**config.mk**
```make
export PLATFORM = sky130hd
export DESIGN_NAME = fit_policy_partition_allocator
export DESIGN_NICKNAME = d
export VERILOG_FILES = /design/src/rtl/core/fpa_pkg.sv /design/src/rtl/core/fit_policy_partition_allocator.sv /design/src/rtl/core/fpa_ctrl.sv /design/src/rtl/core/fpa_datapath.sv
export VERILOG_INCLUDE_DIRS = /design/src /design/src/rtl/core
export SDC_FILE = /design/constraint.sdc
export NUM_CORES = 1
export LEC_CHECK = 0
export ABC_AREA = 1
export BUFFER_PORTS_ARGS = -buffer_cell sky130_fd_sc_hd__clkbuf_2
export CAP_MARGIN = 20
export CORE_AREA = 2 2 247 249
export CTS_CLUSTER_SIZE = 16
export DETAILED_ROUTE_END_ITERATION = 16
export DIE_AREA = 0 0 249 251
export GPL_ROUTABILITY_DRIVEN = 0
export GPL_TIMING_DRIVEN = 0
export PLACE_DENSITY = 0.4
export SLEW_MARGIN = 20
export SYNTH_ARGS = -nofsm -noshare
export SYNTH_HDL_FRONTEND = slang
export SYNTH_SLANG_ARGS = --single-unit
```
**constraint.sdc**
```tcl
create_clock -name aclk -period 5.17 [get_ports aclk]
set_input_delay 1.2925 -clock aclk [delete_from_list [all_inputs] [get_ports aclk]]
set_output_delay 1.2925 -clock aclk [all_outputs]
set_load 0.02 [all_outputs]
```
**src/rtl/core/assert_macros.svh**
```systemverilog
// Assertion helpers used by the datapath RTL file.
`ifndef ASSERT_MACROS_SVH
`define ASSERT_MACROS_SVH

// Property checked on every rising edge outside reset.
`define ASSERT_CLK(label, clk, rstn, prop) \
    label: assert property (@(posedge clk) disable iff (!rstn) prop) \
        else $error("assertion failed");

// Condition that must never be true outside reset.
`define ASSERT_NEVER(label, clk, rstn, cond) \
    label: assert property (@(posedge clk) disable iff (!rstn) !(cond)) \
        else $error("forbidden condition seen");

`endif

```
**src/rtl/core/fpa_pkg.sv**
```systemverilog
`timescale 1ns / 1ps
`default_nettype none

package fpa_pkg;

    // Field widths fixed by the stream format
    localparam int REQ_TYPE_W   = 2;
    localparam int SLOT_IDX_W   = 4;
    localparam int SIZE_VALUE_W = 16;
    localparam int TAG_W        = 8;
    localparam int STATUS_W     = 2;
    localparam int CFG_INDEX_W  = 4;
    localparam int CFG_DATA_W   = 8;
    localparam int FIT_MODE_W   = 2;
    localparam int BLK_COUNT_W  = 5;

    // Request kinds (code 3 is a no-op without a result)
    localparam logic [REQ_TYPE_W-1:0] REQ_LOAD  = 2'd0;
    localparam logic [REQ_TYPE_W-1:0] REQ_ALLOC = 2'd1;
    localparam logic [REQ_TYPE_W-1:0] REQ_CLEAR = 2'd2;

    // Result status codes
    localparam logic [STATUS_W-1:0] STAT_LOADED    = 2'd0;
    localparam logic [STATUS_W-1:0] STAT_ALLOCATED = 2'd1;
    localparam logic [STATUS_W-1:0] STAT_NO_FIT    = 2'd2;
    localparam logic [STATUS_W-1:0] STAT_CLEARED   = 2'd3;

    // Fit policies (code 3 behaves as first fit)
    localparam logic [FIT_MODE_W-1:0] MODE_FIRST = 2'd0;
    localparam logic [FIT_MODE_W-1:0] MODE_BEST  = 2'd1;
    localparam logic [FIT_MODE_W-1:0] MODE_WORST = 2'd2;

    // Register indexes on the config channel
    localparam logic [CFG_INDEX_W-1:0] CFG_FIT_MODE    = 4'd0;
    localparam logic [CFG_INDEX_W-1:0] CFG_BLOCK_COUNT = 4'd1;

    typedef enum logic [1:0] {
        ST_IDLE,
        ST_SCAN,
        ST_DONE
    } fpa_state_t;

    // Controller to datapath
    typedef struct packed {
        logic latch;        // capture the accepted item
        logic write_size;   // load a slot size
        logic clear_taken;  // free every slot
        logic scan;         // step the slot scan
        logic commit;       // mark the winner taken, form the result
        logic load_out;     // move the result into the output register
    } fpa_cmd_t;

    // Datapath to controller
    typedef struct packed {
        logic scan_done;    // all used slots read and evaluated
        logic out_free;     // output register can take a result
    } fpa_sts_t;

endpackage

`default_nettype wire

```
**src/rtl/core/fit_policy_partition_allocator.sv**
```systemverilog
`timescale 1ns / 1ps
`default_nettype none

// Fixed-partition allocator with first, best and worst fit. A load item writes one slot size,
// an allocate item claims the chosen free slot whose size covers the request (ties go to the
// lowest slot), a clear item frees every slot; each gives one result. A load or clear goes
// from acceptance straight to the result register; an allocate first scans the used slots, where
// used is block_count clamped to NUM_SLOTS, because the slot sizes sit in a single-port memory
// that a counter reads one slot per cycle, then compares the last slot read and commits the
// taken mark. The result register lets the next item be accepted while a result waits. Config
// writes are taken only between items; no clearing pass is needed after reset, and a slot must
// be loaded before an allocate can look at it.
module fit_policy_partition_allocator #(
    parameter int NUM_SLOTS = 16,
    parameter int SIZE_BITS = 16
) (
    input  wire logic        aclk,
    input  wire logic        aresetn,
    // input items
    input  wire logic        s_tvalid,
    output logic             s_tready,
    input  wire logic [31:0] s_tdata,   // slot_index[3:0], size_value[19:4], request_tag[27:20]
    input  wire logic [7:0]  s_tuser,   // req_type[1:0]
    // results
    output logic             m_tvalid,
    input  wire logic        m_tready,
    output logic [15:0]      m_tdata,   // granted_slot[3:0], tag_echo[11:4]
    output logic [7:0]       m_tuser,   // status[1:0]
    // register writes
    input  wire logic        cfg_valid,
    output logic             cfg_ready,
    input  wire logic [fpa_pkg::CFG_INDEX_W-1:0] cfg_index,
    input  wire logic [fpa_pkg::CFG_DATA_W-1:0]  cfg_data
);
    import fpa_pkg::*;

    fpa_cmd_t              cmd;
    fpa_sts_t              sts;
    logic [REQ_TYPE_W-1:0] req_type;
    logic [STATUS_W-1:0]   m_status;
    logic [SLOT_IDX_W-1:0] m_slot;
    logic [TAG_W-1:0]      m_tag;

    assign req_type = s_tuser[REQ_TYPE_W-1:0];

    fpa_ctrl u_ctrl (
        .aclk      (aclk),
        .aresetn   (aresetn),
        .s_tvalid  (s_tvalid),
        .s_tready  (s_tready),
        .req_type  (req_type),
        .cfg_ready (cfg_ready),
        .sts       (sts),
        .cmd       (cmd)
    );

    fpa_datapath #(
        .NUM_SLOTS (NUM_SLOTS),
        .SIZE_BITS (SIZE_BITS)
    ) u_datapath (
        .aclk        (aclk),
        .aresetn     (aresetn),
        .cmd         (cmd),
        .sts         (sts),
        .req_type    (req_type),
        .slot_index  (s_tdata[3:0]),
        .size_value  (s_tdata[19:4]),
        .request_tag (s_tdata[27:20]),
        .cfg_valid   (cfg_valid),
        .cfg_ready   (cfg_ready),
        .cfg_index   (cfg_index),
        .cfg_data    (cfg_data),
        .m_tvalid    (m_tvalid),
        .m_tready    (m_tready),
        .m_status    (m_status),
        .m_slot      (m_slot),
        .m_tag       (m_tag)
    );

    // Result packing
    assign m_tdata = {4'b0000, m_tag, m_slot};
    assign m_tuser = {6'b000000, m_status};

endmodule

`default_nettype wire

```
**src/rtl/core/fpa_ctrl.sv**
```systemverilog
`timescale 1ns / 1ps
`default_nettype none

module fpa_ctrl (
    input  wire logic                             aclk,
    input  wire logic                             aresetn,
    input  wire logic                             s_tvalid,
    output logic                                  s_tready,
    input  wire logic [fpa_pkg::REQ_TYPE_W-1:0]   req_type,
    output logic                                  cfg_ready,
    input  wire fpa_pkg::fpa_sts_t                sts,
    output fpa_pkg::fpa_cmd_t                     cmd
);
    import fpa_pkg::*;

    fpa_state_t state_reg;
    fpa_state_t state_next;
    logic       accept;

    assign accept = s_tvalid && s_tready;

    // State register
    always_ff @(posedge aclk) begin
        if (!aresetn) begin
            state_reg <= ST_IDLE;
        end else begin
            state_reg <= state_next;
        end
    end

    // Next state
    always_comb begin
        state_next = state_reg;
        unique case (state_reg)
            ST_IDLE: begin
                if (accept) begin
                    if (req_type == REQ_ALLOC) begin
                        state_next = ST_SCAN;
                    end else if (req_type == REQ_LOAD || req_type == REQ_CLEAR) begin
                        state_next = ST_DONE;
                    end
                end
            end
            ST_SCAN: begin
                if (sts.scan_done) begin
                    state_next = ST_DONE;
                end
            end
            ST_DONE: begin
                if (sts.out_free) begin
                    state_next = ST_IDLE;
                end
            end
            default: state_next = ST_IDLE;
        endcase
    end

    // Outputs
    always_comb begin
        cmd       = '0;
        s_tready  = 1'b0;
        cfg_ready = 1'b0;
        unique case (state_reg)
            ST_IDLE: begin
                // no transfers while reset is held
                s_tready        = aresetn;
                cfg_ready       = aresetn;
                cmd.latch       = accept && (req_type == REQ_LOAD || req_type == REQ_ALLOC
                                             || req_type == REQ_CLEAR);
                cmd.write_size  = accept && (req_type == REQ_LOAD);
                cmd.clear_taken = accept && (req_type == REQ_CLEAR);
            end
            ST_SCAN: begin
                cmd.scan   = 1'b1;
                cmd.commit = sts.scan_done;
            end
            ST_DONE: begin
                cmd.load_out = sts.out_free;
            end
            default: begin
                cmd = '0;
            end
        endcase
    end

endmodule

`default_nettype wire

```
**src/rtl/core/fpa_datapath.sv**
```systemverilog
`timescale 1ns / 1ps
`default_nettype none

`include "assert_macros.svh"

module fpa_datapath #(
    parameter int NUM_SLOTS = 16,
    parameter int SIZE_BITS = 16
) (
    input  wire logic                                aclk,
    input  wire logic                                aresetn,
    input  wire fpa_pkg::fpa_cmd_t                   cmd,
    output fpa_pkg::fpa_sts_t                        sts,
    input  wire logic [fpa_pkg::REQ_TYPE_W-1:0]      req_type,
    input  wire logic [fpa_pkg::SLOT_IDX_W-1:0]      slot_index,
    input  wire logic [fpa_pkg::SIZE_VALUE_W-1:0]    size_value,
    input  wire logic [fpa_pkg::TAG_W-1:0]           request_tag,
    input  wire logic                                cfg_valid,
    input  wire logic                                cfg_ready,
    input  wire logic [fpa_pkg::CFG_INDEX_W-1:0]     cfg_index,
    input  wire logic [fpa_pkg::CFG_DATA_W-1:0]      cfg_data,
    output logic                                     m_tvalid,
    input  wire logic                                m_tready,
    output logic [fpa_pkg::STATUS_W-1:0]             m_status,
    output logic [fpa_pkg::SLOT_IDX_W-1:0]           m_slot,
    output logic [fpa_pkg::TAG_W-1:0]                m_tag
);
    import fpa_pkg::*;

    localparam int IDX_W = (NUM_SLOTS > 1) ? $clog2(NUM_SLOTS) : 1;
    localparam int CNT_W = $clog2(NUM_SLOTS + 1);
    localparam int CMP_W = (CNT_W > BLK_COUNT_W) ? CNT_W : BLK_COUNT_W;
    localparam int EXT_W = 48;

    // Slot sizes, written by loads, read once per scan step
    logic [SIZE_BITS-1:0] size_mem [NUM_SLOTS];
    logic [SIZE_BITS-1:0] rd_data_reg;

    logic [NUM_SLOTS-1:0]  taken_reg;
    logic [FIT_MODE_W-1:0] fit_mode_reg;
    logic [BLK_COUNT_W-1:0] block_count_reg;

    logic [SIZE_BITS-1:0] req_size_reg;
    logic [TAG_W-1:0]     tag_reg;
    logic [CNT_W-1:0]     scan_idx_reg;
    logic                 eval_vld_reg;
    logic [IDX_W-1:0]     eval_idx_reg;
    logic                 found_reg;
    logic [IDX_W-1:0]     pick_reg;
    logic [SIZE_BITS-1:0] pick_size_reg;
    logic [STATUS_W-1:0]  res_status_reg;
    logic [IDX_W-1:0]     res_slot_reg;

    logic                 m_tvalid_reg;
    logic [STATUS_W-1:0]  m_status_reg;
    logic [SLOT_IDX_W-1:0] m_slot_reg;
    logic [TAG_W-1:0]     m_tag_reg;

    logic [SIZE_BITS-1:0] in_size;
    logic [EXT_W-1:0]     in_size_ext;
    logic [7:0]           load_idx_ext;
    logic                 load_in_range;
    logic [IDX_W-1:0]     load_addr;
    logic [CMP_W-1:0]     count_ext;
    logic [CMP_W-1:0]     used_ext;
    logic [CNT_W-1:0]     used;
    logic                 issue;
    logic                 candidate;
    logic                 better;
    logic [7:0]           res_slot_ext;

    // Input size kept in SIZE_BITS bits
    assign in_size_ext = EXT_W'(size_value);
    assign in_size     = in_size_ext[SIZE_BITS-1:0];

    // Load address and range check
    assign load_idx_ext  = 8'(slot_index);
    assign load_in_range = load_idx_ext < 8'(NUM_SLOTS);
    assign load_addr     = load_idx_ext[IDX_W-1:0];

    // Slots in use, count clamped to the table depth
    assign count_ext = CMP_W'(block_count_reg);
    assign used_ext  = (count_ext > CMP_W'(NUM_SLOTS)) ? CMP_W'(NUM_SLOTS) : count_ext;
    assign used      = used_ext[CNT_W-1:0];

    assign issue = cmd.scan && (scan_idx_reg != used);

    // Evaluate the slot read in the previous cycle
    assign candidate = eval_vld_reg && !taken_reg[eval_idx_reg] && (rd_data_reg >= req_size_reg);
    assign better    = !found_reg
                     || (fit_mode_reg == MODE_BEST  && rd_data_reg < pick_size_reg)
                     || (fit_mode_reg == MODE_WORST && rd_data_reg > pick_size_reg);

    assign sts.scan_done = (scan_idx_reg == used) && !eval_vld_reg;
    assign sts.out_free  = !m_tvalid_reg || m_tready;

    // Size memory
    always_ff @(posedge aclk) begin
        if (cmd.write_size && load_in_range) begin
            size_mem[load_addr] <= in_size;
        end
        if (issue) begin
            rd_data_reg <= size_mem[scan_idx_reg[IDX_W-1:0]];
        end
    end

    // Config registers, taken marks, scan control, output register
    always_ff @(posedge aclk) begin
        if (!aresetn) begin
            fit_mode_reg    <= MODE_FIRST;
            block_count_reg <= '0;
            taken_reg       <= '0;
            eval_vld_reg    <= 1'b0;
            found_reg       <= 1'b0;
            scan_idx_reg    <= '0;
            m_tvalid_reg    <= 1'b0;
        end else begin
            if (cfg_valid && cfg_ready) begin
                priority if (cfg_index == CFG_FIT_MODE) begin
                    fit_mode_reg <= cfg_data[FIT_MODE_W-1:0];
                end else if (cfg_index == CFG_BLOCK_COUNT) begin
                    block_count_reg <= cfg_data[BLK_COUNT_W-1:0];
                end
            end

            if (cmd.latch) begin
                scan_idx_reg <= '0;
                eval_vld_reg <= 1'b0;
                found_reg    <= 1'b0;
            end

            if (cmd.clear_taken) begin
                taken_reg <= '0;
            end

            if (cmd.scan) begin
                eval_vld_reg <= issue;
                if (issue) begin
                    scan_idx_reg <= scan_idx_reg + 1'b1;
                end
                if (candidate && better) begin
                    found_reg <= 1'b1;
                end
            end

            if (cmd.commit) begin
                found_reg <= 1'b0;
                if (found_reg) begin
                    taken_reg[pick_reg] <= 1'b1;
                end
            end

            if (cmd.load_out) begin
                m_tvalid_reg <= 1'b1;
            end else if (m_tready) begin
                m_tvalid_reg <= 1'b0;
            end
        end
    end

    // Payload registers
    always_ff @(posedge aclk) begin
        if (cmd.latch) begin
            req_size_reg   <= in_size;
            tag_reg        <= request_tag;
            res_slot_reg   <= '0;
            res_status_reg <= (req_type == REQ_LOAD) ? STAT_LOADED : STAT_CLEARED;
        end
        if (cmd.scan) begin
            eval_idx_reg <= scan_idx_reg[IDX_W-1:0];
            if (candidate && better) begin
                pick_reg      <= eval_idx_reg;
                pick_size_reg <= rd_data_reg;
            end
        end
        if (cmd.commit) begin
            res_status_reg <= found_reg ? STAT_ALLOCATED : STAT_NO_FIT;
            res_slot_reg   <= found_reg ? pick_reg : '0;
        end
        if (cmd.load_out) begin
            m_status_reg <= res_status_reg;
            m_slot_reg   <= res_slot_ext[SLOT_IDX_W-1:0];
            m_tag_reg    <= tag_reg;
        end
    end

    assign res_slot_ext = 8'(res_slot_reg);

    assign m_tvalid = m_tvalid_reg;
    assign m_status = m_status_reg;
    assign m_slot   = m_slot_reg;
    assign m_tag    = m_tag_reg;

    // A committed winner is marked taken on the next edge
    `ASSERT_CLK(a_commit_marks, aclk, aresetn, (cmd.commit && found_reg) |=> taken_reg[$past(pick_reg)])
    // Only a grant carries a nonzero slot number
    `ASSERT_NEVER(a_slot_only_on_grant, aclk, aresetn, m_tvalid_reg && (m_status_reg != STAT_ALLOCATED) && (m_slot_reg != '0))
    // A pending winner always lies inside the slots in use
    `ASSERT_NEVER(a_pick_in_range, aclk, aresetn, found_reg && (CNT_W'(pick_reg) >= used))

endmodule

`default_nettype wire
```
==> impl_metrics.yaml, run 1 <==
grt:
  grtUsageTotal_pct: 14.0
  globalRouteOverflowTotal: 0
  grt_pass1_wl_um: 65000
  first_global_vias: 10100
  antenna_found_initial: 0
  grt_max_degree: 22
yosys:
  yosysUniqueCellTypes: 37
  synthArstFlopShare_pct: 0
  postSynthAreaPerCell_um2: 12.1
  ys.warnings.count: 0
  seq_area_frac_synth_pct: 70.3
  ys.flop_type: "edfxtp_1"
  synthCells: 1281
  synth-seq-cells: 373
  synth_edf_count: 340
  syn_area_um2: 15500
final_layout:
  fillCellCount: 5997
  regMostFlops: "u_datapath.size_mem"
  multiInputGateArea_um2: 3920
  drive_gt1_share_pct: 14.7
  regArea_um2: 10900
  nets: 1505
  fin_area_um2: 18500
  largest_reg_flops: 256
  syn_to_final_growth_pct: 19.3
  num_antenna_cells: 0
clock_tree:
  cts_hold_repair.buffers: 0
  cts-root-buf: "clkbuf_16"
  clk_path_buf_depth: 3
  post_cts_buffers: 0
  ctsResizeCount: 0
  htreeDepth: 2
  cts.sinks: 373
  worstSkewPairLatency_ns: 0.59
  cts_tree: "yes"
  cts_buffers: 42
  clk_pin_slew_ns: 0.05
route:
  drc: 0
  routed_wl_um: 43500
  dr_total_vias: 10100
  wl_per_cell_um: 19.5
  drtAntennaViolNets: 0
  drtPass1Iterations: 4
  drtIter0Drc: 727
  routed_via_density: 4.52
critical_path:
  reg2reg_to: "u_datapath.size_mem[15][9]$_DFFE_PP_"
  cp-end-kind: "flop"
  cp_max_fo: 10
  r2r_slack_ns: 2.21
  arrival_ns: 3.72
  crit_path_start: "aresetn"
  cp_slowest_cell: "nor2_1"
  r2r_start: "u_ctrl.state_reg[1]$_SDFFE_PN0P_"
  r2r_cells: 8
  crit_chain: "buf_4 > inv_2 > nor2_4 > nand2_1 > nor2_1 > nand3_1 > nor2_2 > buf_6"
  path_class: "input port to flop"
  start_kind: "input port"
  critPathRequiredTime_ns: 5.46
  critPathMaxStageDelay_ns: 0.64
sta:
  clock_skew_ns: 0.0394
  slew_headroom_pct: 42.4
  timing.fmax_mhz: 292
  tightest_slew_ns: 0.863
  layout_min_cycle_time_ns: 3.43
  rsz0062_at_grt: "no"
  whs_ns: 0.419
  drv_slew: 0
  setup_viol_count_final: 0
  fin_crit_sh_pct: 66.3
  hold_violations: 0
worst_hold_path:
  min_from: "u_datapath.tag_reg[7]$_DFFE_PP_"
  min_path_type: "flop to flop"
  hold_depth: 0
  holdPathEnd: "u_datapath.m_tag[7]$_DFFE_PP_"
run_status:
  status: "finished clean"
die:
  die_y_um: 251
  io_pins: 84
  start_util_pct: 25.9
  core_area_um2: 59800
  die-area_um2: 62500
  die_w_um: 249
  core.rowCount: 90
place:
  port_buffers: 59
  place.detailed.hpwl_um: 29700
  dpl-instance-area_um2: 17100
power_and_ir_drop:
  p_int_mw: 5.14
  power_frac_seq_pct: 50.6
  switchingPower_mw: 1.46
  p_leak_nw: 6.49
  ir_drop_mv: 0.214
  pwr-share-comb_pct: 4.1
  switching_share_pct: 22.1
  pwr-share-clk_pct: 45.3
  p_per_area_nw_per_um2: 358
run:
  cap_violations: 0
==> logic make-up after synthesis <==
| logic type | share of synthesized area (%) |
|---|---|
| buffers and inverters | 5.03 |
| other | 0.0242 |
| AO/OA/AOI/OAI | 10.1 |
| XOR/XNOR | 0.396 |
| flip-flops | 70.3 |
| AND/OR/NAND/NOR | 11.5 |
| adder cells (fa/ha/maj) | 2.67 |
==> stage by stage <==
stage               worst slack [ns]  util, %  setup TNS (ns)  total power [mW]  instances
floorplan                       1.39        -               0              3.55       1290
global placement              -0.421     28.1          -20.06              3.67       2131
detailed placement              1.15     28.6               0              3.68       2153
CTS                             1.79     30.9               0              6.69       2231
global route                    1.65     30.9               0              6.82       2231
finish                          1.74     30.9               0              6.60       2231
==> routing by layer <==
metal,global-route usage (%),routed length [µm]
met5,0,0
met4,5.52,1330
met3,2.17,2060
met2,22.2,19700
met1,19.1,20400
==> cells in the final DEF (no fill, tap or decap), drive strengths merged <==
cell type,netlist,routed
a21o,2,2
o211ai,13,13
inv,101,102
o221ai,22,22
buf,36,58
nor3,14,14
a21boi,1,1
xnor2,2,2
xor2,5,5
a21oi,37,37
o21bai,1,1
o32ai,1,1
conb,1,10
o21ai,143,143
nand3,87,87
clkinv,1,20
or2,1,1
edfxtp,340,340
clkbuf,37,149
dfxtp,33,33
bufinv,0,4
nor2,187,187
clkinvlp,0,1
o22ai,53,53
nand4,5,5
ha,33,33
nand2,125,125
==> critical path: cells and delay by family <==
family	cells	cell delay, ns
simple gates	5	1.92
buf+inv	3	0.48
==> cells in the mapped netlist (22+ instances only) <==
| master | instances | area, µm² |
|---|---|---|
| nor2_1 | 183 | 687 |
| nand3_1 | 84 | 420 |
| o221ai_1 | 22 | 193 |
| inv_1 | 95 | 357 |
| ha_1 | 33 | 413 |
| o21ai_0 | 141 | 706 |
| dfxtp_1 | 33 | 661 |
| a21oi_1 | 36 | 180 |
| o22ai_1 | 53 | 332 |
| nand2_1 | 122 | 458 |
| clkbuf_1 | 37 | 139 |
| edfxtp_1 | 340 | 10200 |
==> layout make-up <==
type	count	share of cell area (%)
inverters	102	2.07
flip-flops and latches	373	58.9
multi-input cells	742	21.3
clock inverters	25	1.40
clock buffers	53	6.03
well taps	782	5.30
repair buffers	81	2.91
plain buffers	73	2.14
==> worst max-delay path by stage <==
stage	cells past startpoint	to	slack (ns)
after floorplan	7	u_datapath.size_mem[3][0]$_DFFE_PP_	1.39
after global placement	7	u_datapath.size_mem[7][3]$_DFFE_PP_	-0.42
after detailed placement	8	u_datapath.size_mem[15][9]$_DFFE_PP_	1.15
after CTS	8	u_datapath.size_mem[11][11]$_DFFE_PP_	1.79
after global routing	8	u_datapath.size_mem[3][9]$_DFFE_PP_	1.65
final	8	u_datapath.size_mem[15][9]$_DFFE_PP_	1.74
==> power by group through the flow <==
stage          clock [mW]  sequential, mW  combinational (mW)
5_1_grt              3.18            3.34               0.298
6_report             2.99            3.34               0.268
3_3_place_gp            0            3.41               0.263
4_1_cts              3.08            3.34               0.274
2_1_floorplan           0            3.41               0.134
3_5_place_dp            0            3.41               0.274
No activity file was read; power rests on OpenSTA's default activity.
==> run 2, diff against run 1 <==
--- a/config.mk
+++ b/config.mk
@@ -6,13 +6,13 @@
 export SDC_FILE = /design/constraint.sdc
 export NUM_CORES = 1
 export LEC_CHECK = 0
-export ABC_AREA = 1
+export ABC_AREA = 0
 export BUFFER_PORTS_ARGS = -buffer_cell sky130_fd_sc_hd__clkbuf_2
 export CAP_MARGIN = 20
-export CORE_AREA = 2 2 247 249
+export CORE_AREA = 2 2 242 244
 export CTS_CLUSTER_SIZE = 16
 export DETAILED_ROUTE_END_ITERATION = 16
-export DIE_AREA = 0 0 249 251
+export DIE_AREA = 0 0 244 246
 export GPL_ROUTABILITY_DRIVEN = 0
 export GPL_TIMING_DRIVEN = 0
 export PLACE_DENSITY = 0.4
==> constraint.sdc (replaced) <==
create_clock -name aclk -period 3.3 [get_ports aclk]
set_input_delay 0.825 -clock aclk [delete_from_list [all_inputs] [get_ports aclk]]
set_output_delay 0.825 -clock aclk [all_outputs]
set_load 0.02 [all_outputs]
==> run 2 against run 1 <==
  * Utilization is 0.35 points higher
  * Setup slack worse by 1.7 ns
  * Critical path type is now flop to flop
  * Register-to-register slack worse by 2.1 ns
  * Via count is 28% lower
  * Global-route usage is 1.8 points lower
  * Sequential cell count stayed put
  * Clock power is 52% higher
  * Wire length is 18% lower
==> impl_metrics.yaml, run 2 <==
critical_path:
  cp_common_cell: "nor3_2"
  start_kind: "flop"
  critPathMaxStageDelay_ns: 0.72
  cp_max_fo: 6
  arrival_ns: 3.48
  crit_buf_inv: 1
  crit_chain: "nor2_1 > nand3_1 > nor3_2 > nand3b_1 > nor3_2 > buf_4"
  path_class: "flop to flop"
  cp-end-kind: "flop"
  cp_slowest_cell: "nor3_2"
  critPathRequiredTime_ns: 3.57
  crit_path_start: "u_ctrl.state_reg[1]$_SDFFE_PN0P_"
  r2r_start: "u_ctrl.state_reg[1]$_SDFFE_PN0P_"
  cp_top_family: "simple AND/OR/NAND/NOR gates"
sta:
  tightest_slew_ns: 1.02
  timing.fmax_mhz: 311
  slew_headroom_pct: 32.1
  hold_violations: 0
  fin_crit_sh_pct: 97.5
  setup_viol_count_final: 0
  rsz0062_at_grt: "no"
  layout_min_cycle_time_ns: 3.22
  clock_skew_ns: 0.0286
  drv_slew: 0
clock_tree:
  cts.sinks: 373
  ctsResizeCount: 0
  cts_hold_repair.buffers: 0
  worstSkewPairLatency_ns: 0.59
  clk_path_buf_depth: 3
  clk_pin_slew_ns: 0.06
  htreeDepth: 2
  cts-root-buf: "clkbuf_16"
  post_cts_buffers: 0
  cts_tree: "yes"
  cts_buffers: 44
yosys:
  synthCells: 756
  syn_area_um2: 14700
  synthArstFlopShare_pct: 0
  yosys-top-cells-count: "edfxtp_1 (340), mux4_2 (81), inv_1 (39)"
  ys.flop_type: "edfxtp_1"
  yosysMostFrequentCell: "edfxtp_1"
  yosys-top-cells-area: "edfxtp_1 (69%), mux4_2 (12%), dfxtp_1 (4.5%), ha_1 (2.8%), inv_1 (0.99%)"
  postSynthAreaPerCell_um2: 19.5
  yosysUniqueCellTypes: 54
  synth_top_cell_by_area: "edfxtp_1"
  synth_top_area_share_pct: 69.3
  synth-seq-cells: 373
  ys.warnings.count: 0
  synth_edf_count: 340
  seq_area_frac_synth_pct: 73.8
place:
  dp_cells: 1611
  dpl-instance-area_um2: 16600
  port_buffers: 60
  place.detailed.hpwl_um: 23800
run_status:
  status: "finished clean"
route:
  wl_per_cell_um: 21.2
  dr_total_vias: 7244
  wl_met3_um: 1590
  wl_met1_um: 17900
  top_layer: "met5"
  drtAntennaViolNets: 0
  drtPass1Iterations: 5
  drc: 0
  routed_via_density: 4.29
  routed_wl_um: 35800
  drtIter0Drc: 410
  wl_met2_um: 15600
final_layout:
  nets: 982
  layout_common_cells: "edfxtp_1 (340), mux4_2 (81), clkbuf_2 (62), clkbuf_16 (44), inv_1 (38)"
  regMostFlops: "u_datapath.size_mem"
  largest_reg_flops: 256
  fillCellCount: 5545
  multiInputGateArea_um2: 3620
  num_antenna_cells: 0
  mostFrequentLayoutCell: "edfxtp_1"
  instances_no_fill: 1690
  fin_area_um2: 17900
  syn_to_final_growth_pct: 21.6
  regArea_um2: 10900
  drive_gt1_share_pct: 29.3
power_and_ir_drop:
  p_per_area_nw_per_um2: 554
  ir_drop_mv: 0.346
  p_leak_nw: 5.96
grt:
  grt_max_degree: 26
  antenna_found_initial: 1
  globalRouteOverflowTotal: 0
  grt_pass1_wl_um: 52400
  first_global_vias: 7544
  grtUsageTotal_pct: 12.1
worst_hold_path:
  min_path_type: "flop to flop"
  min_from: "u_datapath.tag_reg[1]$_DFFE_PP_"
die:
  start_util_pct: 25.7
  io_pins: 84
  die-area_um2: 60000
  die_w_um: 244
  core.rowCount: 88
  core_area_um2: 57400
  die_y_um: 246
run:
  cap_violations: 0
run 2: per-layer routing:
| layer | vias to the layer above | GRT usage [%] |
|---|---|---|
| met1 | 3736 | 17.7 |
| met4 | 2 | 3.80 |
| met2 | 162 | 18.1 |
| li1 | 3295 | - |
| met5 | - | 0 |
| met3 | 49 | 2.28 |
run 2: worst paths after layout:
kind / end / slack [ns] / cells after the start
worst max-delay path: u_datapath.size_mem[1][12]$_DFFE_PP_ / 0.08 / 6
worst min-delay path: u_datapath.m_tag[1]$_DFFE_PP_ / 0.42 / 0
worst max register to register: u_datapath.size_mem[1][12]$_DFFE_PP_ / 0.08 / 6
worst min register to register: u_datapath.m_tag[1]$_DFFE_PP_ / 0.42 / 0
run 2: final cells by class:
cell class	count	share of cell area, %
clock inverters	19	0.838
flip-flops and latches	373	60.7
plain buffers	35	1.36
clock buffers	60	6.65
well taps	765	5.34
repair buffers	81	4.01
inverters	41	0.859
multi-input cells	316	20.2
run 2: kinds of logic (layout without fill, tap and decap cells):
kind of cell             count (synthesis)  in the layout  share of synthesized area (%)
flip-flops                             373            373                           73.8
AND/OR/NAND/NOR                        115            115                           4.09
multiplexers                            95             95                           13.7
buffers and inverters                   76            236                           2.68
AO/OA/AOI/OAI                           56             56                           2.50
adder cells (fa/ha/maj)                 33             33                           2.80
XOR/XNOR                                 7              7                          0.416
other                                    1             10                         0.0255
run 2: stage by stage:
step	hold slack, ns	total power [mW]	setup slack [ns]	utilization [%]	setup TNS [ns]
2_1_floorplan	0.400	5.37	0.133	-	0
3_3_place_gp	0.402	5.47	-2.46	27.9	-419.89
3_5_place_dp	0.405	5.49	-0.167	28.9	-6.53
4_1_cts	0.395	10.1	0.183	31.2	0
5_1_grt	0.413	10.3	0.0314	31.2	0
6_report	0.416	9.93	0.0833	31.2	0
run 2: where the power goes:
group	internal, mW	leakage (nW)	switching, mW
logic	0.0570	1.97	0.141
registers	5.18	3.33	0.00817
clock network	2.55	0.655	1.99
run 2: worst register-to-register path, delay by kind of cell (launching register included):
family	cells	cell delay (ns)
flip-flops	1	0.33
buffers and inverters	1	0.32
AND/OR/NAND/NOR	5	2.25
==> run 3, diff against run 2 <==
--- a/config.mk
+++ b/config.mk
@@ -16,7 +16,8 @@
 export GPL_ROUTABILITY_DRIVEN = 0
 export GPL_TIMING_DRIVEN = 0
 export PLACE_DENSITY = 0.4
-export SLEW_MARGIN = 20
+export REMOVE_ABC_BUFFERS = 1
+export SLEW_MARGIN = 40
 export SYNTH_ARGS = -nofsm -noshare
 export SYNTH_HDL_FRONTEND = slang
 export SYNTH_SLANG_ARGS = --single-unit
==> run 3 against run 2 <==
  * Sequential share of layout area is 0.41 points higher
  * Utilization is 0.17 points lower
  * Clock skew is 0.012 ns lower
  * Largest power group unchanged
==> impl_metrics.yaml, run 3 (same netlist as run 2, synthesis figures left out) <==
route:
  drtAntennaViolNets: 0
  routed_via_density: 4.24
  top_layer: "met4"
  wl_per_cell_um: 20.4
  drc: 0
  wl_met3_um: 1280
  wl_met2_um: 16500
  routed_wl_um: 34100
  drtIter0Drc: 400
  wl_met1_um: 15500
  drtPass1Iterations: 4
  dr_total_vias: 7073
sta:
  drv_slew: 0
  setup_viol_count_final: 0
  rsz0062_at_grt: "no"
  fin_crit_sh_pct: 92.2
  tightest_slew_ns: 0.725
  slew_headroom_pct: 51.4
  setup_ws_ns: 0.256
  layout_min_cycle_time_ns: 3.04
  clock_skew_ns: 0.0169
  whs_ns: 0.417
  hold_violations: 0
  timing.fmax_mhz: 329
critical_path:
  path_class: "input port to flop"
  crit_buf_inv: 4
  cp-end-kind: "flop"
  crit_chain: "clkbuf_2 > nand3_1 > nor3_4 > or3b_1 > nor3_2 > buf_2 > buf_2 > buf_2"
  critPathRequiredTime_ns: 3.55
  cp_slowest_cell: "or3b_1"
  arrival_ns: 3.29
  cp_top_family: "simple AND/OR/NAND/NOR gates"
  start_kind: "input port"
  cp_max_fo: 20
  cp_common_cell: "buf_2"
  critPathMaxStageDelay_ns: 0.55
power_and_ir_drop:
  ir_drop_mv: 0.270
  p_leak_nw: 5.90
  p_per_area_nw_per_um2: 556
final_layout:
  nets: 959
  fin_area_um2: 17800
  mostFrequentLayoutCell: "edfxtp_1"
  num_antenna_cells: 0
  final_util_pct: 31.0
  regMostFlops: "u_datapath.size_mem"
  syn_to_final_growth_pct: 20.9
  layout_common_cells: "edfxtp_1 (340), mux4_2 (81), clkbuf_2 (60), clkbuf_16 (43), inv_1 (38)"
  largest_reg_flops: 256
  drive_gt1_share_pct: 29.3
place:
  port_buffers: 60
  place.detailed.hpwl_um: 23400
  dpl-instance-area_um2: 16500
  place_ws_ns: -0.490
die:
  io_pins: 84
  die_w_um: 244
  core_area_um2: 57400
  core.rowCount: 88
  die-area_um2: 60000
  die_y_um: 246
  start_util_pct: 25.7
clock_tree:
  cts_hold_repair.buffers: 0
  cts-root-buf: "clkbuf_16"
  cts.sinks: 373
  cts_buffers: 42
  clk_pin_slew_ns: 0.06
  htreeDepth: 2
  clk_path_buf_depth: 3
  cts_tree: "yes"
  worstSkewPairLatency_ns: 0.56
grt:
  grtUsageTotal_pct: 11.6
  first_global_vias: 7613
  globalRouteOverflowTotal: 0
  antenna_found_initial: 0
  grt_max_degree: 31
  grt_pass1_wl_um: 50900
run_status:
  status: "finished clean"
run:
  cap_violations: 0
worst_hold_path:
  min_path_type: "flop to flop"
[run 3: cell count changes in the layout (fill, tap and decap cells not counted), moves of 4 or more]
cell	before	now
buf_4	19	3
buf_2	5	12
buf_12	2	6
dfxtp_1	33	29
clkbuf_1	24	11
buf_6	4	0
[run 3: path summary, 6_finish.rpt]
kind                                    startpoint                                   to  slack (ns)  cells past startpoint
setup / recovery                           aresetn  u_datapath.size_mem[0][5]$_DFFE_PP_        0.26                      8
hold reg to reg    u_datapath.tag_reg[5]$_DFFE_PP_        u_datapath.m_tag[5]$_DFFE_PP_        0.42                      0
hold / removal     u_datapath.tag_reg[5]$_DFFE_PP_        u_datapath.m_tag[5]$_DFFE_PP_        0.42                      0
setup reg to reg  u_ctrl.state_reg[1]$_SDFFE_PN0P_  u_datapath.size_mem[0][5]$_DFFE_PP_        0.41                      8
[run 3: power breakdown]
group / switching [mW] / internal (mW) / leakage [nW] / total (mW)
Sequential: 0.00824 / 5.17 / 3.34 / 5.18
Combinational: 0.139 / 0.0475 / 1.91 / 0.187
Clock: 1.87 / 2.67 / 0.648 / 4.53
[run 3: metrics by stage]
stage / total power, mW / cells / TNS [ns]
5_1_grt: 10.3 / 1667 / 0
6_report: 9.90 / 1667 / 0
4_1_cts: 10.1 / 1667 / 0
3_3_place_gp: 5.46 / 1555 / -679.39
3_5_place_dp: 5.47 / 1590 / -21.42
2_1_floorplan: 5.35 / 730 / -54.57
[run 3: routing by layer]
layer  up-vias  GRT usage, %
li1       3243             -
met1      3647          15.1
met2       132          19.6
met3        51          2.58
met4         0          3.07
met5         -             0
[run 3: final cells by class]
type	count	area, µm²
Timing Repair Buffer	95	863
Multi-Input combinational cell	316	3630
Sequential cell	373	10900
Clock inverter	21	176
Clock buffer	56	1140
Fill cell	5575	39600
Tap cell	765	957
Inverter	41	154
[run 3: what timing repair did]
| action | in CTS | in global routing |
|---|---|---|
| buffers inserted | 0 | 0 |
| hold endpoints to repair | 0 | 0 |
| resized for setup | 0 | 1 |
| setup endpoints to repair | 0 | 5 |
